### config.mk
export PLATFORM = sky130hd
export DESIGN_NAME = cfre_queue
export DESIGN_NICKNAME = d
export VERILOG_FILES = /design/src/design/cfre_pkg.sv /design/src/design/cfre_queue.sv
export SDC_FILE = /design/constraint.sdc
export NUM_CORES = 1
export LEC_CHECK = 0
export BUFFER_PORTS_ARGS = -buffer_cell sky130_fd_sc_hd__buf_4
export CORE_ASPECT_RATIO = 1.5
export CORE_MARGIN = 10
export CORE_UTILIZATION = 45
export DETAILED_ROUTE_END_ITERATION = 7
export GPL_ROUTABILITY_DRIVEN = 0
export PLACE_DENSITY = 0.72
export RECOVER_POWER = 100
export SYNTH_ARGS = -nofsm -noshare
export SYNTH_HDL_FRONTEND = slang
export SYNTH_SLANG_ARGS = --single-unit
### constraint.sdc
create_clock -name clock -period 23.6 [get_ports clock]
set_input_delay 5.9 -clock clock [delete_from_list [all_inputs] [get_ports clock]]
set_output_delay 5.9 -clock clock [all_outputs]
set_load 0.01 [all_outputs]
### src/design/cfre_pkg.sv
// Shared types, constants and rounding helpers for the camera-facing ribbon expander.
package cfre_pkg;

   // Configuration register indexes.
   localparam logic [2:0] CSR_CAMERA_X      = 3'd0;
   localparam logic [2:0] CSR_CAMERA_Y      = 3'd1;
   localparam logic [2:0] CSR_CAMERA_Z      = 3'd2;
   localparam logic [2:0] CSR_SKIP_THR      = 3'd3;
   localparam logic [2:0] CSR_SMALL_THR     = 3'd4;

   // Reset values of the camera and threshold registers.
   localparam logic signed [23:0] CAMERA_Z_RESET  = 24'sd65536;
   localparam logic [15:0]        SMALL_THR_RESET = 16'd4295;

   // Fixed-point constants.
   localparam logic signed [17:0] UNIT_ONE         = 18'sd65536;
   localparam logic signed [17:0] FALLBACK_Y_LIMIT = 18'sd62259;
   localparam logic signed [23:0] POS_MAX          = 24'sd8388607;
   localparam logic signed [23:0] POS_MIN          = -24'sd8388608;

   // Index of the sixth vertex of a ribbon.
   localparam logic [2:0] LAST_VERTEX = 3'd5;

   typedef struct packed {
      logic signed [23:0] camera_x;
      logic signed [23:0] camera_y;
      logic signed [23:0] camera_z;
      logic [15:0]        skip_thr;
      logic [15:0]        small_thr;
   } cfg_type;

   // One segment as it arrives.
   typedef struct packed {
      logic signed [23:0] sx;
      logic signed [23:0] sy;
      logic signed [23:0] ex;
      logic signed [23:0] ey;
      logic [22:0]        hs;
      logic [22:0]        he;
      logic [15:0]        r;
      logic [15:0]        g;
      logic [15:0]        b;
   } seg_in_type;

   // One classified segment handed from the front to the solver.
   typedef struct packed {
      seg_in_type         raw;
      logic signed [24:0] dx;
      logic signed [24:0] dy;
      logic signed [26:0] wx;
      logic signed [26:0] wy;
      logic signed [26:0] wz;
      logic [49:0]        seg_sq;
      logic [51:0]        w_sq;
      logic               seg_small;
      logic               view_small;
   } seg_type;

   // Four ribbon corners: start-left, start-right, end-left, end-right.
   typedef struct packed {
      logic [3:0][23:0] px;
      logic [3:0][23:0] py;
      logic [3:0][23:0] pz;
      logic [15:0]      r;
      logic [15:0]      g;
      logic [15:0]      b;
   } ribbon_type;

   // Shift right with rounding half away from zero.
   function automatic logic signed [47:0] round_shr(input logic signed [47:0] v, input int sh);
      logic [47:0] mag;
      logic [47:0] q;
      mag = v[47] ? $unsigned(-v) : $unsigned(v);
      q   = (mag + (48'd1 << (sh - 1))) >> sh;
      return v[47] ? -$signed(q) : $signed(q);
   endfunction

   // Clamp to the 24 bit signed position range.
   function automatic logic [23:0] sat24(input logic signed [26:0] v);
      logic [23:0] res;
      if (v > 27'(POS_MAX)) begin
         res = POS_MAX;
      end else if (v < 27'(POS_MIN)) begin
         res = POS_MIN;
      end else begin
         res = v[23:0];
      end
      return res;
   endfunction

   // Corner shown at each vertex of the two triangles.
   function automatic logic [1:0] corner_of(input logic [2:0] k);
      logic [1:0] c;
      unique case (k)
         3'd0:    c = 2'd0;
         3'd1:    c = 2'd2;
         3'd2:    c = 2'd3;
         3'd3:    c = 2'd0;
         3'd4:    c = 2'd3;
         3'd5:    c = 2'd1;
         default: c = 2'd0;
      endcase
      return c;
   endfunction

endpackage

### src/design/cfre_queue.sv
// Short queue of classified segments between the front and the solver.
module cfre_queue #(
   parameter int DEPTH = 4
) (
   input  logic              clock,
   input  logic              reset,
   input  logic              push,
   input  cfre_pkg::seg_type push_data,
   output logic              full,
   input  logic              pop,
   output cfre_pkg::seg_type pop_data,
   output logic              empty
);
   import cfre_pkg::*;

   localparam int PW   = $clog2(DEPTH);
   localparam int CNTW = $clog2(DEPTH + 1);

   seg_type mem_ff [DEPTH];
   logic [PW-1:0]   wr_ptr_ff, wr_ptr_in, rd_ptr_ff, rd_ptr_in;
   logic [CNTW-1:0] count_ff, count_in;

   assign full     = count_ff == CNTW'(DEPTH);
   assign empty    = count_ff == '0;
   assign pop_data = mem_ff[rd_ptr_ff];

   // Pointer and fill count update.
   always_comb begin
      wr_ptr_in = wr_ptr_ff;
      rd_ptr_in = rd_ptr_ff;
      count_in  = count_ff;
      if (push) begin
         wr_ptr_in = (wr_ptr_ff == PW'(DEPTH - 1)) ? '0 : wr_ptr_ff + 1'b1;
      end
      if (pop) begin
         rd_ptr_in = (rd_ptr_ff == PW'(DEPTH - 1)) ? '0 : rd_ptr_ff + 1'b1;
      end
      if (push && !pop) begin
         count_in = count_ff + 1'b1;
      end else if (pop && !push) begin
         count_in = count_ff - 1'b1;
      end
   end

   always_ff @(posedge clock) begin
      if (reset) begin
         wr_ptr_ff <= '0;
         rd_ptr_ff <= '0;
         count_ff  <= '0;
      end else begin
         wr_ptr_ff <= wr_ptr_in;
         rd_ptr_ff <= rd_ptr_in;
         count_ff  <= count_in;
      end
   end

   // Entry storage.
   always_ff @(posedge clock) begin
      if (push) begin
         mem_ff[wr_ptr_ff] <= push_data;
      end
   end

   a_no_overflow: assert property (@(posedge clock) disable iff (reset) push |-> !full || pop)
      else $error("queue written while full");
   a_no_underflow: assert property (@(posedge clock) disable iff (reset) pop |-> !empty)
      else $error("queue read while empty");

endmodule

# Word-level counts from Yosys, hierarchy flattened
# Memories as Yosys holds them, arrays and structs flattened. A register that Yosys moved wholly into a read port is not among the register bits.
# Index checks and enable logic that the tools add are counted.
# word_totals
input_bits,429
output_inout_bits,427
wordCells,25
mem_count,1
ram_bits,1700
reg_bits,7
# classes
n_addsub,4
eq_ne,3
muxes,8
n_reduce_logical,6
# mem_list
name,depth,width,read_ports,rd_ports_with_merged_regs,wr,line,source
mem_ff,4,425,1,1,1,cfre_queue.sv:19,seg_type mem_ff [DEPTH];
# op_table
cell,count
two-way mux 2 bit,4
two-way mux 3 bit,2
adder 2 x 1 -> 2 bit (second input constant),2
equality test 2 bit (second input constant),2
adder 3 x 1 -> 3 bit (second input constant),1
equality test 3 bit (second input constant),1
logical NOT 3 bit,1
subtractor 3 x 1 -> 3 bit (second input constant),1
logical AND 1 bit,2
logical NOT 1 bit,2
two-way mux 1 bit,2
nonzero test 2 bit,1

# Logic depth before layout (Yosys ltp)
# Gate-level depths: netlist of the first run.
# depth
word_depth,4
mapped_depth,7
mapped_depth_nobuf,7

# Worst setup path before layout of the first run
# Ideal clock, no wire load.
# synth_timing
path_type,input port to flip-flop
from,input push
to,memory mem_ff[0][0] in the netlist's numbering (enable)
slack_ns,7.306
path_buffers,0
arrival_ns,15.452
cell_stages,1
setup_ns,0.842
required_time_ns,22.758
path_cell_list,and2_1
# synth_between
elab_chain_len,2
# synth_rtl
element,line,source
start: declaration,cfre_queue.sv:7,"input logic push,"
two-way mux 1 bit,cfre_queue.sv:59,if (push) begin
two-way mux 1 bit (not written as such),cfre_queue.sv:60,mem_ff[wr_ptr_ff] <= push_data;
end: declaration,cfre_queue.sv:19,
# No other way between the ends.

# Final worst setup path of the first run
# layout_timing
from,input push
to,memory mem_ff[2][385] in the netlist's numbering (enable)
# Same word-level chain as after synthesis.

==> reports/metrics.cfg, run 1 <==
[timing]
hold_viol=0
period_minus_slack_ps=16710
tightest_slew_ps=9940
setup_viol=0
slew_headroom_pct=-563
fin_worst_skew_ps=21.1
slew_violations=2062
finalCritPeriodShare_pct=70.8
fmax_mhz=59.8
timing.setup.tns_ps=0
rsz0062_at_grt=false

[die]
ios=856
num_rows=166
die_area_sq_mm=0.152
coreArea_sq_mm=0.136
die_y_um=473
die_w_um=322
initial_core_util_pct=45.2

[routing]
postRouteAntennaNets=0
dr_wl_met3_um=24100
drtPass1Iterations=5
vias=28458
viasPerCell=5.55
routedWlPerCell_um=28.7
drc=0
met2_length_um=66200
first_iter_violations=2694
wl_met1_um=52800
top_layer=met5
routed_wl_um=147000

[pwr]
leakagePower_nw=21.5
power_frac_clock_pct=36.0
pwr-share-seq_pct=55.2
p_int_w=0.00496
power.share.switching_pct=22.5
p_switching_w=0.00144
pwr-share-comb_pct=8.8
p_per_area_mw_per_mm2=89.5
max-vdd-ir-drop_v=0.0000749

[global_route]
grt_usage_pct=19.1
grt_max_degree=148
antenna_found_initial=83
grt_overflow=0
grt_pass1_wl_um=210000
grt_pass1_vias=29616

[worst_setup_path]
crit_path_cell_trace=clkbuf_1, and2_0, clkbuf_1, clkbuf_1
crit_slowest_cell=clkbuf_1
r2r_end=mem_ff[2][385]$_DFFE_PP_
r2r_slack_ps=11740
worst_setup_path_end_kind=register
path_max_fanout=147
critPathMostFrequentCell=clkbuf_1
worst_ep_arrival_time_ps=17010
reg2reg_depth=5
slowest_delay_ps=6850
rr_startpoint=wr_ptr_ff[0]$_SDFFE_PP0P_
path_class=in2reg
critPathLaunchType=input pin
cp.required_ps=23900

[hold_path]
min_to=count_ff[2]$_SDFFE_PP0P_
min_path_cells=2
hold_path.startpoint=count_ff[2]$_SDFFE_PP0P_
hold_path_class=reg2reg

[clock_tree]
clock_latency_ps=810
postCtsResizedCells=0
root_buffer=clkbuf_16
cts_setup_buffers=0
clk_pin_slew_worst_paths_ps=60
clock-sinks=1709
h-tree-depth=4
numCtsBuffers=149
postCtsHoldBufs=0
cts_buffer_depth=3
tritoncts=done

[synthesis]
syn_avg_cell_area_sq_um=27.2
netlist_area_sq_mm=0.0616
async_flop_share_pct=0
yosysSeqAreaShare_pct=83.2
synth_enable_flop_cells=1700
yosysWarnings=0
netlist_instances=2263
ys_types=19
synth_fp_nets=2699
yosys_most_used_dff=edfxtp_1
ys_ff_latch=1709

[outcome]
status=complete, but fails checks
violations=capacitance limit, slew limit

[layout]
final_area_sq_mm=0.0715
nFillCells=10648
utilization_pct=52.4
areaGrowthSynthToFinish_pct=16.0
finalNetCount=3649
drive_gt1_share_pct=19.6

[placed_design]
portBuffers=855
dp_hpwl_um=97900
place_area_sq_mm=0.0700

[job]
maxCapViolCount=33

-- critical path, delay by kind of cell --
kind                   cells  cell delay [ps]
buffers and inverters      3            10260
AND/OR/NAND/NOR            1              670
-- layer usage --
layer / vias up / GRT usage [%]
li1: 11840 / -
met1: 14794 / 23.7
met2: 1428 / 28.0
met3: 290 / 11.6
met4: 106 / 5.18
met5: - / 0
-- power groups by stage --
stage | Combinational, W | Sequential (W) | Clock (W)
6_report | 0.000564 | 0.00353 | 0.00230
3_3_place_gp | 0.000664 | 0.00357 | 0
5_1_grt | 0.000610 | 0.00354 | 0.00247
3_5_place_dp | 0.000669 | 0.00358 | 0
4_1_cts | 0.000672 | 0.00352 | 0.00236
2_1_floorplan | 0.000311 | 0.00362 | 0
-- how the worst max path moves through the flow --
stage / start / to / slack (ps) / cells after the start
after detailed placement: register / pop_data[223] / 12360 / 6
after floorplan: push / mem_ff[0][0]$_DFFE_PP_ / 7310 / 1
after global placement: register / pop_data[223] / 12320 / 6
final: push / mem_ff[2][385]$_DFFE_PP_ / 6890 / 4
after global routing: push / mem_ff[2][347]$_DFFE_PP_ / 5840 / 4
after CTS: register / pop_data[341] / 11480 / 6
-- through the flow --
stage,power [W],setup slack [ps],hold WS (ps),cells
2_1_floorplan,0.00394,7310,460,2263
3_3_place_gp,0.00424,12320,483,4826
3_5_place_dp,0.00425,12360,501,4826
4_1_cts,0.00655,11480,513,5090
5_1_grt,0.00663,5840,533,5094
6_report,0.00640,6890,510,5127
-- state kept, by name, summed over array words and instances, names as in the netlist, named ones only --
signal / flops
mem_ff: 1700
count_ff: 3
rd_ptr_ff: 2
wr_ptr_ff: 2
-- Yosys cell counts, drive strengths merged (2+ instances only) --
cell,instances,area [sq um]
ha,6,75.1
inv,4,15.0
nor2,7,26.3
mux2i,4,40.0
clkbuf,24,90.1
dfxtp,9,180
a21oi,2,10.0
buf,70,427
xor2,2,17.5
mux4,425,9570
nor3b,2,15.0
and2,4,25.0
edfxtp,1700,51000
-- cells in the final DEF (no fill, tap or decap), types with 5 or more instances in the layout --
master and instances:
nor2_1 7, clkinv_8 5, edfxtp_1 1700, buf_4 21, clkinv_16 6, diode_2 37, clkbuf_1 905, clkinv_2 28
dfxtp_1 8, ha_1 6, clkbuf_16 150, mux4_2 425, clkinv_1 27, bufinv_16 5
-- cell families (layout without fill, tap and decap cells) --
group / count (synthesis) / in the layout / share of synthesized area (%)
DFF: 1709 / 1709 / 83.2
muxes: 429 / 429 / 15.6
buffers and inverters: 98 / 1161 / 0.864
and+or+nand+nor: 15 / 15 / 0.126
adders and majority gates: 7 / 7 / 0.154
AOI/OAI and AO/OA: 3 / 3 / 0.0244
xor gates and xnor gates: 2 / 2 / 0.0285
other: 0 / 37 / 0
-- area by class of cell --
| class | count | area [sq um] | area share [%] |
|---|---|---|---|
| clock inverters | 80 | 761 | 1.06 |
| clock buffers | 184 | 3880 | 5.43 |
| diodes | 37 | 92.6 | 0.130 |
| multi-input cells | 456 | 9820 | 13.7 |
| flip-flops and latches | 1709 | 51200 | 71.7 |
| repair buffers | 893 | 3450 | 4.82 |
| well taps | 1764 | 2210 | 3.09 |
| inverters | 4 | 15.0 | 0.0210 |
(Power assumes the default switching activity.)
==> inputs of run 2 (changes only) <==
- ABC_AREA: not set -> 1
- clock period: 23.6 -> 15.7 ns (I/O delays scaled with it)
==> run 2 against run 1 <==
Largest cell class unchanged. Clock power is 56% higher. Count of clock-buffer cells in the layout is 10 higher. First-iteration DRC count up 31%. Area after synthesis up 2.7%. Hold slack better by 20 ps. Critical endpoint is now pop_data[262]. The run still ends with capacitance limit, slew limit left. Register-to-register slack lost 5000 ps. Global-route usage rose by 0.97 points. Routed wire length is 11% higher. Sequential cell count did not move. Critical path type is now reg2out.
==> reports/metrics.cfg, run 2 <==
[outcome]
status=complete, but fails checks
violations=capacitance limit, slew limit

[clock_tree]
clock_latency_ps=780  ; -30 ps
root_buffer=clkbuf_16
h-tree-depth=4  ; unchanged
cts_buffer_depth=3  ; unchanged
tritoncts=done
numCtsBuffers=154  ; +3.4%
cts_setup_buffers=0  ; unchanged
postCtsResizedCells=0  ; unchanged
clk_pin_slew_worst_paths_ps=70  ; about the same
clock-sinks=1709  ; unchanged
postCtsHoldBufs=0  ; unchanged

[placed_design]
dp_hpwl_um=98200  ; +0.32%
dpl.cell_count=6645  ; +38%
pre_cts_ws_ps=7520  ; -4840 ps
portBuffers=855  ; unchanged

[timing]
setup_viol=0  ; unchanged
hold_viol=0  ; unchanged
slew_headroom_pct=-347  ; +220 points
fin_ws_ps=3800  ; -3090 ps
fmax_mhz=84.0
finalCritPeriodShare_pct=75.8
slew_violations=1180  ; -43%
period_minus_slack_ps=11900
tightest_slew_ps=6700  ; -3240 ps
hold_ws_ps=530  ; +20.2 ps
fin_worst_skew_ps=29.0  ; +7.81 ps
timing.setup.tns_ps=0  ; unchanged
rsz0062_at_grt=false

[routing]
drtPass1Iterations=5  ; unchanged
drc=0  ; unchanged
routedWlPerCell_um=23.5  ; -18%
wl_met1_um=62400  ; +18%
top_layer=met5
dr_wl_met3_um=17300  ; -28%
routed_wl_um=164000  ; +11%
viasPerCell=5.57  ; +0.44%
vias=38740  ; +36%
postRouteAntennaNets=0  ; unchanged
first_iter_violations=3531  ; +31%
met2_length_um=78300  ; +18%

[synthesis]
synth_fp_nets=4605  ; +71%
yosysMostFrequentCell=edfxtp_1
ys_top_cells_by_area=edfxtp_1 (81%), o21ai_0 (6.3%), nor2_1 (5.1%)
syn_avg_cell_area_sq_um=15.2  ; -44%
yosysSeqAreaShare_pct=81.0  ; -2.2 points
async_flop_share_pct=0  ; unchanged
yosys.area.top_type=edfxtp_1
synthTopCellsByCount=edfxtp_1 (1700), nor2_1 (858), o21ai_0 (791)
netlist.area_leader.share_pct=80.7  ; -2.2 points
synth_enable_flop_cells=1700  ; unchanged
ys_types=23  ; +4
yosysWarnings=0  ; unchanged
yosys_most_used_dff=edfxtp_1
netlist_instances=4169  ; +84%
netlist_area_sq_mm=0.0632  ; +2.7%
ys_ff_latch=1709  ; unchanged

[global_route]
grt_max_degree=254  ; +72%
grt_pass1_wl_um=239000  ; +14%
antenna_found_initial=61  ; -27%
grt_overflow=0  ; unchanged
grt_pass1_vias=37675  ; +27%
grt_usage_pct=20.0  ; +0.97 points

[pwr]
leakagePower_nw=22.8  ; +6.1%
max-vdd-ir-drop_v=0.000117  ; +56%
p_per_area_mw_per_mm2=135  ; +51%
p_total_w=0.00982  ; +53%

[die]
coreArea_sq_mm=0.140  ; +2.6%
num_rows=168  ; +1.2%
die_area_sq_mm=0.156  ; +2.6%
initial_core_util_pct=45.2  ; +0.051 points
die_y_um=479  ; +1.3%
die_w_um=326  ; +1.3%
ios=856  ; unchanged

[layout]
fin_cells=6949  ; +36%
reg_top3=mem_ff: 1700 flops, count_ff: 3 flops
top_register=mem_ff
largest_register_ffs=1700  ; unchanged
finalNetCount=5367  ; +47%
drive_gt1_share_pct=5.27  ; -14 points
final_common_cell=edfxtp_1
areaGrowthSynthToFinish_pct=14.7
final_cell_mix=edfxtp_1 (1700), clkbuf_1 (879), nor2_1 (858), o21ai_0 (799), o22ai_1 (415)

[hold_path]
hold_path.startpoint=wr_ptr_ff[1]$_SDFFE_PP0P_
hold_path_class=reg2reg
min_to=wr_ptr_ff[1]$_SDFFE_PP0P_
min_path_cells=2  ; unchanged

[worst_setup_path]
cp.required_ps=11770  ; -12130 ps
worst_ep_arrival_time_ps=7980  ; -9030 ps
r2r_slack_ps=6770  ; -4970 ps
rr_startpoint=wr_ptr_ff[0]$_SDFFE_PP0P_
path_max_fanout=215  ; +46%
r2r_end=mem_ff[0][245]$_DFFE_PP_
path_class=reg2out
critPathLaunchType=register
worst_setup_path_end_kind=output port
reg2reg_depth=5  ; unchanged

[job]
maxCapViolCount=14  ; -58%

run 2: logic make-up after synthesis:
kind of cell	after synthesis	synth area share [%]
DFF	1709	81.0
xor gates and xnor gates	1	0.0139
and+or+nand+nor	872	5.19
buffers and inverters	299	2.57
AOI/OAI and AO/OA	1281	11.1
adders and majority gates	7	0.150
run 2: worst max-delay path, stage by stage, from the launching register on:
cell,delay [ps]
dfxtp_1,1760
clkbuf_2,3010
buf_4,1190
o21ai_0,240
o22ai_1,370
clkbuf_1,200
run 2: routing by layer:
metal  up-vias  GRT usage, %
met5         -             0
met4        64          7.18
met3       321          7.38
met2      1547          32.3
met1     19415          24.7
li1      17393             -
run 2: layout make-up:
| class | count | area (sq um) |
|---|---|---|
| timing repair buffer | 889 | 3620 |
| inverter | 16 | 88.8 |
| fill | 11834 | 67300 |
| antenna | 27 | 67.6 |
| multi-input combinational | 2161 | 10400 |
| clock inverter | 83 | 708 |
| clock buffer | 194 | 4070 |
| sequential | 1709 | 51200 |
| tap | 1870 | 2340 |
run 2: metrics by stage:
stage	area (sq um)	util, %
after floorplan	63200	-
after global placement	70900	50.7
after detailed placement	70900	50.7
after CTS	75700	54.1
after global routing	72500	51.9
final	72500	51.9
run 2: how the worst max path moves through the flow:
stage | cells after the start | endpoint | slack (ps) | from
floorplan | 2 | mem_ff[3][0]$_DFFE_PP_ | 2830 | push
global placement | 6 | pop_data[343] | 7610 | register
detailed placement | 6 | pop_data[300] | 7520 | register
CTS | 6 | pop_data[225] | 6620 | register
global route | 5 | pop_data[10] | 3260 | register
finish | 5 | pop_data[262] | 3800 | register
run 2: report_power, final:
group	internal (W)	switching [W]	leakage (nW)	total, W
Sequential	0.00524	0.0000455	15.7	0.00529
Combinational	0.000241	0.000700	4.81	0.000941
Clock	0.00200	0.00159	2.33	0.00359
Total	0.00748	0.00233	22.8	0.00982
