===== src/design/cfre_pkg.sv =====
// Shared types, constants and rounding helpers for the camera-facing ribbon expander.
package cfre_pkg;

   // Configuration register indexes.
   localparam logic [2:0] CSR_CAMERA_X      = 3'd0;
   localparam logic [2:0] CSR_CAMERA_Y      = 3'd1;
   localparam logic [2:0] CSR_CAMERA_Z      = 3'd2;
   localparam logic [2:0] CSR_SKIP_THR      = 3'd3;
   localparam logic [2:0] CSR_SMALL_THR     = 3'd4;

   // Reset values of the camera and threshold registers.
   localparam logic signed [23:0] CAMERA_Z_RESET  = 24'sd65536;
   localparam logic [15:0]        SMALL_THR_RESET = 16'd4295;

   // Fixed-point constants.
   localparam logic signed [17:0] UNIT_ONE         = 18'sd65536;
   localparam logic signed [17:0] FALLBACK_Y_LIMIT = 18'sd62259;
   localparam logic signed [23:0] POS_MAX          = 24'sd8388607;
   localparam logic signed [23:0] POS_MIN          = -24'sd8388608;

   // Index of the sixth vertex of a ribbon.
   localparam logic [2:0] LAST_VERTEX = 3'd5;

   typedef struct packed {
      logic signed [23:0] camera_x;
      logic signed [23:0] camera_y;
      logic signed [23:0] camera_z;
      logic [15:0]        skip_thr;
      logic [15:0]        small_thr;
   } cfg_type;

   // One segment as it arrives.
   typedef struct packed {
      logic signed [23:0] sx;
      logic signed [23:0] sy;
      logic signed [23:0] ex;
      logic signed [23:0] ey;
      logic [22:0]        hs;
      logic [22:0]        he;
      logic [15:0]        r;
      logic [15:0]        g;
      logic [15:0]        b;
   } seg_in_type;

   // One classified segment handed from the front to the solver.
   typedef struct packed {
      seg_in_type         raw;
      logic signed [24:0] dx;
      logic signed [24:0] dy;
      logic signed [26:0] wx;
      logic signed [26:0] wy;
      logic signed [26:0] wz;
      logic [49:0]        seg_sq;
      logic [51:0]        w_sq;
      logic               seg_small;
      logic               view_small;
   } seg_type;

   // Four ribbon corners: start-left, start-right, end-left, end-right.
   typedef struct packed {
      logic [3:0][23:0] px;
      logic [3:0][23:0] py;
      logic [3:0][23:0] pz;
      logic [15:0]      r;
      logic [15:0]      g;
      logic [15:0]      b;
   } ribbon_type;

   // Shift right with rounding half away from zero.
   function automatic logic signed [47:0] round_shr(input logic signed [47:0] v, input int sh);
      logic [47:0] mag;
      logic [47:0] q;
      mag = v[47] ? $unsigned(-v) : $unsigned(v);
      q   = (mag + (48'd1 << (sh - 1))) >> sh;
      return v[47] ? -$signed(q) : $signed(q);
   endfunction

   // Clamp to the 24 bit signed position range.
   function automatic logic [23:0] sat24(input logic signed [26:0] v);
      logic [23:0] res;
      if (v > 27'(POS_MAX)) begin
         res = POS_MAX;
      end else if (v < 27'(POS_MIN)) begin
         res = POS_MIN;
      end else begin
         res = v[23:0];
      end
      return res;
   endfunction

   // Corner shown at each vertex of the two triangles.
   function automatic logic [1:0] corner_of(input logic [2:0] k);
      logic [1:0] c;
      unique case (k)
         3'd0:    c = 2'd0;
         3'd1:    c = 2'd2;
         3'd2:    c = 2'd3;
         3'd3:    c = 2'd0;
         3'd4:    c = 2'd3;
         3'd5:    c = 2'd1;
         default: c = 2'd0;
      endcase
      return c;
   endfunction

endpackage


===== src/design/cfre_emit.sv =====
// Vertex emitter: holds one finished ribbon and hands out its six vertices.
module cfre_emit (
   input  logic                 clock,
   input  logic                 reset,
   input  logic                 rib_valid,
   input  cfre_pkg::ribbon_type rib_data,
   output logic                 rib_take,
   output logic                 rsp_empty,
   input  logic                 rsp_pop,
   output logic signed [23:0]   rsp_pos_x,
   output logic signed [23:0]   rsp_pos_y,
   output logic signed [23:0]   rsp_pos_z,
   output logic [15:0]          rsp_color_r,
   output logic [15:0]          rsp_color_g,
   output logic [15:0]          rsp_color_b,
   output logic                 rsp_side,
   output logic                 rsp_last
);
   import cfre_pkg::*;

   logic       v_ff, v_in;
   logic [2:0] cnt_ff, cnt_in;
   ribbon_type rib_ff;
   logic [1:0] corner;
   logic       done;

   // A new ribbon enters when the buffer is free or its last vertex leaves now.
   assign done     = v_ff && rsp_pop && (cnt_ff == LAST_VERTEX);
   assign rib_take = rib_valid && (!v_ff || done);

   always_comb begin
      v_in   = v_ff;
      cnt_in = cnt_ff;
      if (rib_take) begin
         v_in   = 1'b1;
         cnt_in = '0;
      end else if (done) begin
         v_in   = 1'b0;
         cnt_in = '0;
      end else if (v_ff && rsp_pop) begin
         cnt_in = cnt_ff + 1'b1;
      end
   end

   always_ff @(posedge clock) begin
      if (reset) begin
         v_ff   <= 1'b0;
         cnt_ff <= '0;
      end else begin
         v_ff   <= v_in;
         cnt_ff <= cnt_in;
      end
   end

   always_ff @(posedge clock) begin
      if (rib_take) begin
         rib_ff <= rib_data;
      end
   end

   // Current vertex.
   assign corner      = corner_of(cnt_ff);
   assign rsp_empty   = !v_ff;
   assign rsp_pos_x   = rib_ff.px[corner];
   assign rsp_pos_y   = rib_ff.py[corner];
   assign rsp_pos_z   = rib_ff.pz[corner];
   assign rsp_color_r = rib_ff.r;
   assign rsp_color_g = rib_ff.g;
   assign rsp_color_b = rib_ff.b;
   assign rsp_side    = corner[0];
   assign rsp_last    = cnt_ff == LAST_VERTEX;

   a_restart: assert property (@(posedge clock) disable iff (reset)
      (rsp_pop && !rsp_empty && rsp_last) |=> (cnt_ff == 3'd0))
      else $error("vertex count did not restart after the last vertex");
   a_take_fills: assert property (@(posedge clock) disable iff (reset)
      rib_take |=> !rsp_empty)
      else $error("ribbon taken but no vertex shown");

endmodule


===== config.mk =====
export PLATFORM = sky130hd
export DESIGN_NAME = cfre_emit
export DESIGN_NICKNAME = d
export VERILOG_FILES = /design/src/design/cfre_pkg.sv /design/src/design/cfre_emit.sv
export SDC_FILE = /design/constraint.sdc
export NUM_CORES = 1
export LEC_CHECK = 0
export BUFFER_PORTS_ARGS = -buffer_cell sky130_fd_sc_hd__buf_2
export CORE_AREA = 2 2 178 180
export CTS_CLUSTER_SIZE = 24
export DETAILED_ROUTE_END_ITERATION = 7
export DIE_AREA = 0 0 180 182
export PLACE_DENSITY = 0.74
export RECOVER_POWER = 100
export SYNTH_ARGS = -nofsm -noshare
export SYNTH_HDL_FRONTEND = slang
export SYNTH_SLANG_ARGS = --single-unit
export TNS_END_PERCENT = 20

===== constraint.sdc =====
create_clock -name clock -period 22.8 [get_ports clock]
set_input_delay 2.28 -clock clock [delete_from_list [all_inputs] [get_ports clock]]
set_output_delay 2.28 -clock clock [all_outputs]
set_load 0.05 [all_outputs]

### Word-level counts from Yosys, hierarchy flattened

Index checks and enable logic that the tools add are counted.
W data, S select, Z words.

| word-level totals | value |
|---|---|
| output and inout port bits | 124 |
| input port bits | 340 |
| register bits | 340 |

| operators by class | value |
|---|---|
| equality and inequality tests | 4 |
| add/subtract/negate cells | 1 |
| order comparisons | 1 |
| reductions and logical operators | 8 |
| multiplexer cells | 9 |

Operators with widths:

| cell | number |
|---|---|
| $bmux W24 S2 | 3 |
| $mux W24 | 3 |
| $eq A3 B3 Y1 const B | 2 |
| $pmux W2 S3 | 1 |
| $add A3 B1 Y3 const B | 1 |
| $eq A3 B1 Y1 const B | 1 |
| $eq A3 B2 Y1 const B | 1 |
| $logic_and A1 B1 Y1 | 3 |
| $lt A2 B3 Y1 const B | 1 |
| $reduce_or A3 Y1 | 1 |
| $mux W1 | 2 |
| $reduce_bool A2 Y1 | 1 |
| $reduce_or A2 Y1 | 1 |
| $logic_not A1 Y1 | 1 |
| $logic_or A1 B1 Y1 | 1 |

### Depth between registers and ports, before layout

Gate-level depths: netlist of run 1.

| logic depth | value |
|---|---|
| depth after elaboration | 5 |
| mapped depth | 8 |
| mapped depth without buffers | 5 |

### Least setup slack after synthesis of run 1

No wires, ideal clock.

| timing path | value |
|---|---|
| kind | input-to-output |
| start point | input port rsp_pop |
| end point | output port rib_take |
| data arrival time | 18.768 ns |
| stages on the path | 2 |
| setup slack | 1.752 ns |
| cells stage by stage | nand3_1 > a21boi_1 |

| between the ends | value |
|---|---|
| cells in the longest elaborated chain, start to end | 4 |

Ends and longest elaborated chain:

| what | RTL line | RTL |
|---|---|---|
| start: declaration | cfre_emit.sv:9 | `input logic rsp_pop,` |
| $logic_and A1 B1 Y1 (2 in a row) | cfre_emit.sv:28 | `assign done = v_ff && rsp_pop && (cnt_ff == LAST_VERTEX);` |
| $logic_or A1 B1 Y1 | cfre_emit.sv:29 | `assign rib_take = rib_valid && (!v_ff \|\| done);` |
| $logic_and A1 B1 Y1 | cfre_emit.sv:29 |  |
| end: declaration | cfre_emit.sv:7 | `output logic rib_take,` |

No other way between the ends.

### Worst setup path after layout of run 1

| timing path | value |
|---|---|
| start point | register cnt_ff[1] |
| end point | output port rsp_pos_x[1] |

| between the ends | value |
|---|---|
| cells in the longest elaborated chain, start to end | 5 |

Ends and longest elaborated chain:

| what | RTL line | RTL |
|---|---|---|
| start: declaration | cfre_emit.sv:22 | `logic [2:0] cnt_ff, cnt_in;` |
| start signal: assignment | cfre_emit.sv:51 | `cnt_ff <= cnt_in;` |
| $eq A3 B3 Y1 / $eq A3 B2 Y1 (equally long branches) | cfre_pkg.sv:94 | `unique case (k)` |
| $reduce_or A2 Y1 (no line) | -- |  |
| $pmux W2 S3 * | cfre_pkg.sv:94 |  |
| $bmux W24 S2 * | cfre_emit.sv:64 | `assign rsp_pos_x = rib_ff.px[corner];` |
| $mux W24 (not written as such) * | cfre_emit.sv:64 |  |
| end: declaration | cfre_emit.sv:10 | `output logic signed [23:0] rsp_pos_x,` |

Every way passes the cells marked *; elsewhere a longest branch is shown, timed or not. The select of a mux whose other input is x is not followed.

==> impl_metrics.toml, run 1 <==
[timing]
setup_viol = 0
finalHoldViolations = 0
max_freq_mhz = 92.40
layout_min_cycle_time_ps = 10820
fin_worst_skew_ps = 15.47
drv_slew = 391
rsz0062_at_grt = "false"
fin_tns_setup_ps = 0
tightest_slew_ps = 4815
finalCritPeriodShare_pct = 47.47
maxSlewHeadroom_pct = -221.0

[detailed_routing]
wl_met3_um = 2740
routed_wl_um = 37100
wl_met1_um = 14570
drc = 0
vias = 9287
firstDrtPassIters = 5
ant_nets = 0
routed-wl-met2_um = 18670
wl_per_cell_um = 22.08
vias_per_cell = 5.528
drt_iter0_markers = 548
highest-signal-layer = "met4"

[synth]
ys_seq_elements = 340
ys_async_sr_fraction_pct = 0
seq_area_frac_synth_pct = 71.04
synth-main-ff-cell = "edfxtp_1"
synth_edf_count = 336
netlist_area_um2 = 14320
synthCells = 837
yosys_warnings = 0
synth_nets = 1181
syn_area_per_cell_um2 = 17.10
synth.distinct_cells = 29

[clock_network]
htreeDepth = 2
cts_tree = "done"
post_cts_buffers = 0
clk_pin_slew_worst_paths_ps = 50
cts_sinks = 340
ctsHoldBuffers = 0
clk_latency_ps = 520
max-clock-path-buffers = 3
cts_root_buffer = "clkbuf_16"
numCtsBuffers = 38
cts_resized = 0

[worst_setup_path]
cpMostUsedCell = "clkbuf_1"
path_class = "flip-flop to output port"
cp_slowest_cell = "clkbuf_1"
cp-start-kind = "flip-flop"
critPathRequiredTime_ps = 20520
arrival_ps = 8540
crit_path_max_incr_delay_ps = 2250
endpoint_kind = "output port"
reg2reg_setup_slack_ps = 12040
crit_fanout = 53
worstPathCellList = "inv_1 > ha_1 > clkbuf_1 > clkbuf_1 > mux2i_1 > a221oi_2 > clkbuf_1"

[global_route]
antenna_found_initial = 7
grt_pass1_vias = 9719
grt_overflow_total = 0
gr-usage-all-layers_pct = 21.64
grt_max_degree = 177
grt_pass1_wl_um = 54770

[die]
die_h_um = 182
placementRows = 65
dieArea_um2 = 32760
coreArea_um2 = 30990
io_pins = 464
dieWidth_um = 180
initial_core_util_pct = 46.20

[placement]
port-buffer-count = 463
globalplace.congestion = 0.8013
dpl.hpwl_um = 24160

[power]
net-switching-power_uw = 367.0
swShare_pct = 24.30
power_density_nw_per_um2 = 85.99
ir_drop_mv = 0.06660
share_seq_of_total_power_pct = 49.6
pwr-share-clk_pct = 39.5
power.internal_mw = 1.143
p_comb_share_pct = 10.9
p_leak_nw = 6.265

[final_layout]
fill_cells = 2488
nNetsFinal = 1586
syn2layout_area_growth_pct = 22.67
final_cell_mix = "edfxtp_1, buf_2, clkbuf_1, nor2_1, mux2i_1"
final_common_cell = "edfxtp_1"
fin_util_pct = 56.68
drive_gt1_share_pct = 37.53

[worst_hold_path]
hold_path.class = "flip-flop to flip-flop"

[status]
status = "finished with violations"
violations = "capacitance limit, slew limit"

[job]
drv_cap = 7
## final timing paths
check	start	endpoint	cells after the start
setup / recovery	cnt_ff[1]	rsp_pos_x[1]	7
hold / removal	cnt_ff[1]	cnt_ff[1]	2
setup reg to reg	cnt_ff[1]	rib_ff[197]	7
hold reg to reg	cnt_ff[1]	cnt_ff[1]	2
## cell usage after synthesis (2+ instances only)
library cell  instances  area share, %
a221oi_1             62            3.8
and2_1                2          0.087
xnor2_1               2           0.12
a21oi_1               2          0.070
buf_6                 2           0.16
inv_2                 2          0.052
o22ai_2              70            6.1
buf_12                7           0.98
buf_4                53            2.8
buf_2                12           0.42
nand2b_1              2          0.087
mux2i_1              72            5.0
nand3_1               2          0.070
nor2_1               73            1.9
nand2_1               2          0.052
ha_1                  4           0.35
inv_1                 4           0.10
dfxtp_1               4           0.56
a221oi_2             10            1.0
clkbuf_4              2           0.10
clkbuf_1             33           0.87
edfxtp_1            336             70
o2bb2ai_1            70            4.3
o22ai_1               4           0.17
## flip-flops by register name, summed over array words and instances (netlist names)
| register | count |
|---|---|
| cnt_ff | 3 |
| v_ff | 1 |
| rib_ff | 288 |
| rsp_color_g | 16 |
| rsp_color_r | 16 |
| rsp_color_b | 16 |
## power by group through the flow
stage                     Combinational [mW]  Clock [mW]  Sequential [mW]
after floorplan                        0.118           0            0.777
after global placement                 0.167           0            0.758
after detailed placement               0.169           0            0.759
after CTS                              0.169       0.609            0.747
after global routing                   0.176       0.632            0.752
final                                  0.165       0.596            0.749
## cell type report
type | instances | area, um2 | share of cell area, %
Inverter | 6 | 23.77 | 0.1354
Sequential cell | 340 | 10170 | 57.91
Antenna cell | 7 | 17.52 | 0.09974
Timing Repair Buffer | 474 | 2226 | 12.67
Tap cell | 402 | 503.0 | 2.864
Clock inverter | 24 | 196.4 | 1.119
Multi-Input combinational cell | 382 | 3385 | 19.27
Clock buffer | 45 | 1041 | 5.928
## logic make-up after synthesis
kind of cell	share of synthesized area (%)
XOR/XNOR	0.1224
AO/OA/AOI/OAI	15.66
AND/OR/NAND/NOR	2.334
flip-flops	71.04
adder cells (fa/ha/maj)	0.3496
multiplexers	5.034
buffers and inverters	5.462
## through the flow
step	cells	instance area [um2]	hold slack, ps	worst slack [ps]	power, mW
global placement	1604	16520	533.7	17060	0.9248
global route	1679	17560	604.2	11160	1.560
CTS	1673	17760	559.2	16500	1.525
finish	1680	17560	557.6	11980	1.510
floorplan	837	14320	482.0	1752	0.8952
detailed placement	1604	16520	551.6	17040	0.9284
## worst max-delay path, delay by kind of cell, from the launching register on
| kind | cells | cell delay [ps] |
|---|---|---|
| AO/OA/AOI/OAI | 1 | 360 |
| adder cells (fa/ha/maj) | 1 | 2020 |
| buffers and inverters | 4 | 4860 |
| flip-flops | 1 | 360 |
| multiplexers | 1 | 300 |
## metal layers
metal / global-route usage [%] / vias up
met5: 0 / -
met2: 37.32 / 444
met4: 7.967 / 0
met3: 5.054 / 75
met1: 26.63 / 4579
li1: - / 4189
No activity file was read; power rests on OpenSTA's default activity.
==> run 2, diff against run 1 <==
==> constraint.sdc (replaced) <==
create_clock -name clock -period 10.35 [get_ports clock]
set_input_delay 1.035 -clock clock [delete_from_list [all_inputs] [get_ports clock]]
set_output_delay 1.035 -clock clock [all_outputs]
set_load 0.05 [all_outputs]
==> impl_metrics.toml, run 2 (synthesis results as in run 1) <==
[final_layout]
syn2layout_area_growth_pct = 22.57
drive_gt1_share_pct = 38.00
regMostFlops = "rib_ff"
nNetsFinal = 1588
fill_cells = 2508
largest_register_ffs = 288
final_common_cell = "edfxtp_1"
regArea_um2 = 10170
final_cell_mix = "edfxtp_1, buf_2, clkbuf_1, nor2_1, mux2i_1"
multi_input_area_um2 = 3377

[timing]
max_freq_mhz = 141.1
setup_ws_ps = 3261
layout_min_cycle_time_ps = 7089
tightest_slew_ps = 4495
finalHoldViolations = 0
finalCritPeriodShare_pct = 68.50
maxSlewHeadroom_pct = -199.7
drv_slew = 332
setup_viol = 0
rsz0062_at_grt = "false"
fin_worst_skew_ps = 8.781
fin_tns_setup_ps = 0

[detailed_routing]
routed_wl_um = 37850
firstDrtPassIters = 5
drt_iter0_markers = 636
drc = 0
vias_per_cell = 5.585
wl_per_cell_um = 22.49
vias = 9399
ant_nets = 0

[worst_hold_path]
hold_depth = 2
min-delay-start = "cnt_ff[1]"
hold_path.class = "flip-flop to flip-flop"
whs_endpoint = "cnt_ff[1]"

[placement]
globalplace.congestion = 0.8418
dp_worst_setup_slack_ps = 5347
port-buffer-count = 463
dpl.hpwl_um = 24920

[global_route]
antenna_found_initial = 12
grt_pass1_wl_um = 55680
grt_pass1_vias = 9609
grt_max_degree = 88
grt_overflow_total = 0
gr-usage-all-layers_pct = 21.99

[clock_network]
numCtsBuffers = 38
cts_sinks = 340
clk_pin_slew_worst_paths_ps = 60
cts_resized = 0
cts_root_buffer = "clkbuf_16"
max-clock-path-buffers = 3
clk_latency_ps = 510
htreeDepth = 2
post_cts_buffers = 0
ctsHoldBuffers = 0
cts_tree = "done"

[worst_setup_path]
reg2reg_depth = 6
reg2reg_to = "rib_ff[271]"
cp-start-kind = "flip-flop"
crit_fanout = 67
r2r_start = "cnt_ff[1]"
arrival_ps = 6050
critPathRequiredTime_ps = 9320
path_class = "flip-flop to output port"
reg2reg_setup_slack_ps = 3280
endpoint_kind = "output port"
startpoint = "cnt_ff[1]"

[die]
io_pins = 464
die_h_um = 182
initial_core_util_pct = 46.20
dieWidth_um = 180
coreArea_um2 = 30990
placementRows = 65
dieArea_um2 = 32760

[power]
power_density_nw_per_um2 = 188.9
p_comb_share_pct = 10.9
swShare_pct = 24.94
p_leak_nw = 6.279
net-switching-power_uw = 826.6
ir_drop_mv = 0.2282
share_seq_of_total_power_pct = 49.8
power.internal_mw = 2.488
pwr-share-clk_pct = 39.3

[job]
drv_cap = 6

[status]
violations = "capacitance limit, slew limit"
status = "finished with violations"
## run 2: changes by cell type in the layout (fill, tap and decap cells not counted), sizes merged
cell / change
clkbuf: -9
inv: +2
clkinvlp: -2
diode: +3
clkinv: +3
buf: +6
## run 2: per-layer routing
metal,up-vias,share of wire (%),global-route usage (%)
met5,-,0.029,0
met3,90,7.1,5.034
met1,4676,39,27.22
met4,2,3.4,7.772
met2,435,50,37.98
li1,4196,-,-
## run 2: cell type report
type / instances / area share [%]
repair buffers: 476 / 12.74
multi-input cells: 382 / 19.25
flip-flops and latches: 340 / 57.96
clock inverters: 27 / 1.326
inverters: 6 / 0.1355
diodes: 10 / 0.1426
well taps: 402 / 2.867
clock buffers: 40 / 5.583
## run 2: power groups by stage
| stage | Sequential (mW) | Clock [mW] | Combinational (mW) |
|---|---|---|---|
| after detailed placement | 1.67 | 0 | 0.373 |
| after floorplan | 1.68 | 0 | 0.261 |
| final | 1.65 | 1.30 | 0.361 |
| after global placement | 1.67 | 0 | 0.368 |
| after CTS | 1.64 | 1.33 | 0.374 |
| after global routing | 1.66 | 1.39 | 0.383 |
## run 2: worst max path at each step
| stage | to | slack (ps) |
|---|---|---|
| 6_report | rsp_pos_y[23] | 3260 |
| 2_1_floorplan | rib_take | 2560 |
| 4_1_cts | rsp_pos_y[9] | 4800 |
| 3_3_place_gp | rsp_pos_y[9] | 5380 |
| 5_1_grt | rib_ff[255] | 2530 |
| 3_5_place_dp | rsp_pos_y[9] | 5350 |
## run 2: through the flow
| stage | util [%] | hold slack (ps) | cell area, um2 | power [mW] | instances |
|---|---|---|---|---|---|
| 2_1_floorplan | - | 482.0 | 14330 | 1.937 | 837 |
| 3_3_place_gp | 53.33 | 523.1 | 16520 | 2.038 | 1606 |
| 3_5_place_dp | 53.33 | 545.9 | 16520 | 2.045 | 1606 |
| 4_1_cts | 57.24 | 557.9 | 17740 | 3.350 | 1673 |
| 5_1_grt | 56.61 | 580.8 | 17540 | 3.425 | 1681 |
| 6_report | 56.63 | 554.9 | 17550 | 3.315 | 1683 |
## run 2: worst max-delay path: stages (launching register included)
cell and delay, ps:
dfxtp_1 350, inv_1 100, ha_1 670, buf_4 870
or3_1 1690, buf_4 790, o22ai_1 170, a221oi_1 310
clkbuf_1 540
==> run 3, diff against run 2 <==
--- a/config.mk
+++ b/config.mk
@@ -5,11 +5,12 @@
 export SDC_FILE = /design/constraint.sdc
 export NUM_CORES = 1
 export LEC_CHECK = 0
+export ABC_AREA = 1
 export BUFFER_PORTS_ARGS = -buffer_cell sky130_fd_sc_hd__buf_2
-export CORE_AREA = 2 2 178 180
+export CORE_AREA = 2 2 180 182
 export CTS_CLUSTER_SIZE = 24
 export DETAILED_ROUTE_END_ITERATION = 7
-export DIE_AREA = 0 0 180 182
+export DIE_AREA = 0 0 182 184
 export PLACE_DENSITY = 0.74
 export RECOVER_POWER = 100
 export SYNTH_ARGS = -nofsm -noshare
==> constraint.sdc (replaced) <==
create_clock -name clock -period 6.9 [get_ports clock]
set_input_delay 0.69 -clock clock [delete_from_list [all_inputs] [get_ports clock]]
set_output_delay 0.69 -clock clock [all_outputs]
set_load 0.05 [all_outputs]
==> impl_metrics.toml, run 3 <==
[final_layout]
regArea_um2 = 10170
multi_input_area_um2 = 2626
final_cell_mix = "buf_2, edfxtp_1, inv_1, nand2_1, nand3_1"
nNetsFinal = 2025
regMostFlops = "rib_ff"
largest_register_ffs = 288
final_common_cell = "buf_2"
syn2layout_area_growth_pct = 21.54
final_cells = 2117
drive_gt1_share_pct = 25.21
fill_cells = 2612
fin_util_pct = 56.89

[synth]
yosys.area_share.adder_pct = 0.3406
synth-simple-area-share_pct = 17.17
synth.distinct_cells = 20
netlist_area_um2 = 14690
synth_top_area_share_pct = 68.66
synth_compound_area_share_pct = 0.1362
ys_seq_elements = 340
yosys.area.top_type = "edfxtp_1"
seq_area_frac_synth_pct = 69.21
synth-main-ff-cell = "edfxtp_1"
yosys_warnings = 0
netlist_top_cells_count = "edfxtp_1, inv_1, nand2_1"
ys_async_sr_fraction_pct = 0
synthMuxAreaShare_pct = 0
synthCells = 1297
synth_nets = 1641
synthTopCellsByArea = "edfxtp_1, inv_1, nand4_1, nand2_1, nand3_1"
yosys.cell_count.top_type = "edfxtp_1"
synth_top_family_by_area = "simple AND/OR/NAND/NOR gates"
syn_area_per_cell_um2 = 11.33
synth_edf_count = 336
synth_xor_area_share_pct = 0.05960

[placement]
port-buffer-count = 463
globalplace.congestion = 0.8626
dp_cells = 2044
dpl.hpwl_um = 24070

[clock_network]
ctsHoldBuffers = 0
cts_sinks = 340
max-clock-path-buffers = 3
cts_tree = "done"
cts_root_buffer = "clkbuf_16"
cts_resized = 0
htreeDepth = 2
post_cts_buffers = 0
clk_latency_ps = 530
clk_pin_slew_worst_paths_ps = 60
numCtsBuffers = 37

[worst_setup_path]
crit_fanout = 77
cp-start-kind = "flip-flop"
crit_path_max_incr_delay_ps = 1430
r2r_start = "cnt_ff[1]"
endpoint_kind = "output port"
worstPathCellList = "inv_1 > ha_1 > nand2_4 > nand3_2 > buf_4 > nand2_1 > nand3_1 > nand2_1 > buf_2"
path_class = "flip-flop to output port"
crit_buf_inv = 3
reg2reg_depth = 9
arrival_ps = 4910
cp_slowest_cell = "nand3_2"
cpMostUsedCell = "nand2_1"
reg2reg_to = "rib_ff[221]"
critPathRequiredTime_ps = 6210
reg2reg_setup_slack_ps = 1790
crit_family = "simple AND/OR/NAND/NOR gates"

[die]
coreArea_um2 = 31390
dieArea_um2 = 33490
initial_core_util_pct = 46.81
dieWidth_um = 182
placementRows = 65
io_pins = 464
die_h_um = 184

[timing]
max_freq_mhz = 178.6
finalHoldViolations = 0
fin_tns_setup_ps = 0
fin_worst_skew_ps = 24.23
rsz0062_at_grt = "false"
setup_viol = 0
layout_min_cycle_time_ps = 5598
finalCritPeriodShare_pct = 81.13
tightest_slew_ps = 2565
drv_slew = 328
maxSlewHeadroom_pct = -71.03

[power]
p_leak_nw = 8.197
ir_drop_mv = 0.2279
power_density_nw_per_um2 = 273.0

[global_route]
grt_pass1_wl_um = 55480
grt_max_degree = 184
grt_overflow_total = 0
grt_pass1_vias = 10560
gr-usage-all-layers_pct = 21.22
antenna_found_initial = 9

[detailed_routing]
wl_per_cell_um = 17.51
routed_wl_um = 37070
firstDrtPassIters = 5
ant_nets = 0
drc = 0
vias = 10640
vias_per_cell = 5.025
drt_iter0_markers = 621

[worst_hold_path]
hold_depth = 1
whs_endpoint = "rib_ff[268]"
hold_path.class = "primary input to flip-flop"
min-delay-start = "rib_data[268]"

[job]
drv_cap = 3

[status]
status = "finished with violations"
violations = "capacitance limit, slew limit"
[run 3: cell types whose count changed in the layout (fill, tap and decap cells not counted), sizes merged, moves of 72 or more]
| cell | change |
|---|---|
| inv | +291 |
| nand2 | +226 |
| nand3 | +145 |
| nand4 | +144 |
| o22ai | -74 |
| a221oi | -72 |
| mux2i | -72 |
[run 3: metal layers]
layer / vias to the layer above / wire length [um] / track usage [%]
met5: - / 23 / 0
li1: 5085 / - / -
met3: 87 / 2900 / 4.596
met2: 474 / 18800 / 36.70
met1: 4988 / 14180 / 25.80
met4: 4 / 1169 / 9.032
[run 3: power by group]
| part | leakage (nW) | total (mW) | internal [mW] | switching, mW |
|---|---|---|---|---|
| Clock | 0.567 | 1.88 | 1.10 | 0.788 |
| Sequential | 3.23 | 2.44 | 2.41 | 0.0285 |
| Combinational | 4.40 | 0.550 | 0.152 | 0.397 |
| Total | 8.20 | 4.88 | 3.66 | 1.21 |
[run 3: logic make-up after synthesis]
kind of cell               after synthesis
and+or+nand+nor                        523
buffers and inverters                  425
DFF                                    340
AOI/OAI and AO/OA                        4
adders and majority gates                4
xor gates and xnor gates                 1
[run 3: area by class of cell]
class                           instances  area share [%]
Clock inverter                         24           1.191
Sequential cell                       340           56.94
Multi-Input combinational cell        532           14.71
Tap cell                              402           2.816
Antenna cell                            9          0.1261
Inverter                              299           6.291
Timing Repair Buffer                  471           12.68
Clock buffer                           40           5.247
[run 3: worst max path at each step]
stage              start            end  slack, ps  depth (start not counted)
6_report       cnt_ff[0]  rsp_pos_z[11]       1300                          9
5_1_grt        cnt_ff[0]   rsp_pos_z[4]        940                          9
4_1_cts        cnt_ff[0]   rsp_pos_z[5]       1980                          9
3_5_place_dp   cnt_ff[0]  rsp_pos_y[17]       2540                          9
3_3_place_gp   cnt_ff[0]  rsp_pos_y[17]       2650                          9
2_1_floorplan  cnt_ff[1]    rib_ff[100]        190                          7
[run 3: per-stage QoR]
step           cell area (um2)  total power, mW  hold slack (ps)  setup slack, ps
6_report                 17860            4.876            333.1             1302
5_1_grt                  17850            5.053            304.0            940.1
4_1_cts                  17990            4.933            309.1             1978
3_5_place_dp             16840            3.045            559.7             2541
3_3_place_gp             16840            3.033            537.7             2646
2_1_floorplan            14700            2.874            490.7            193.8
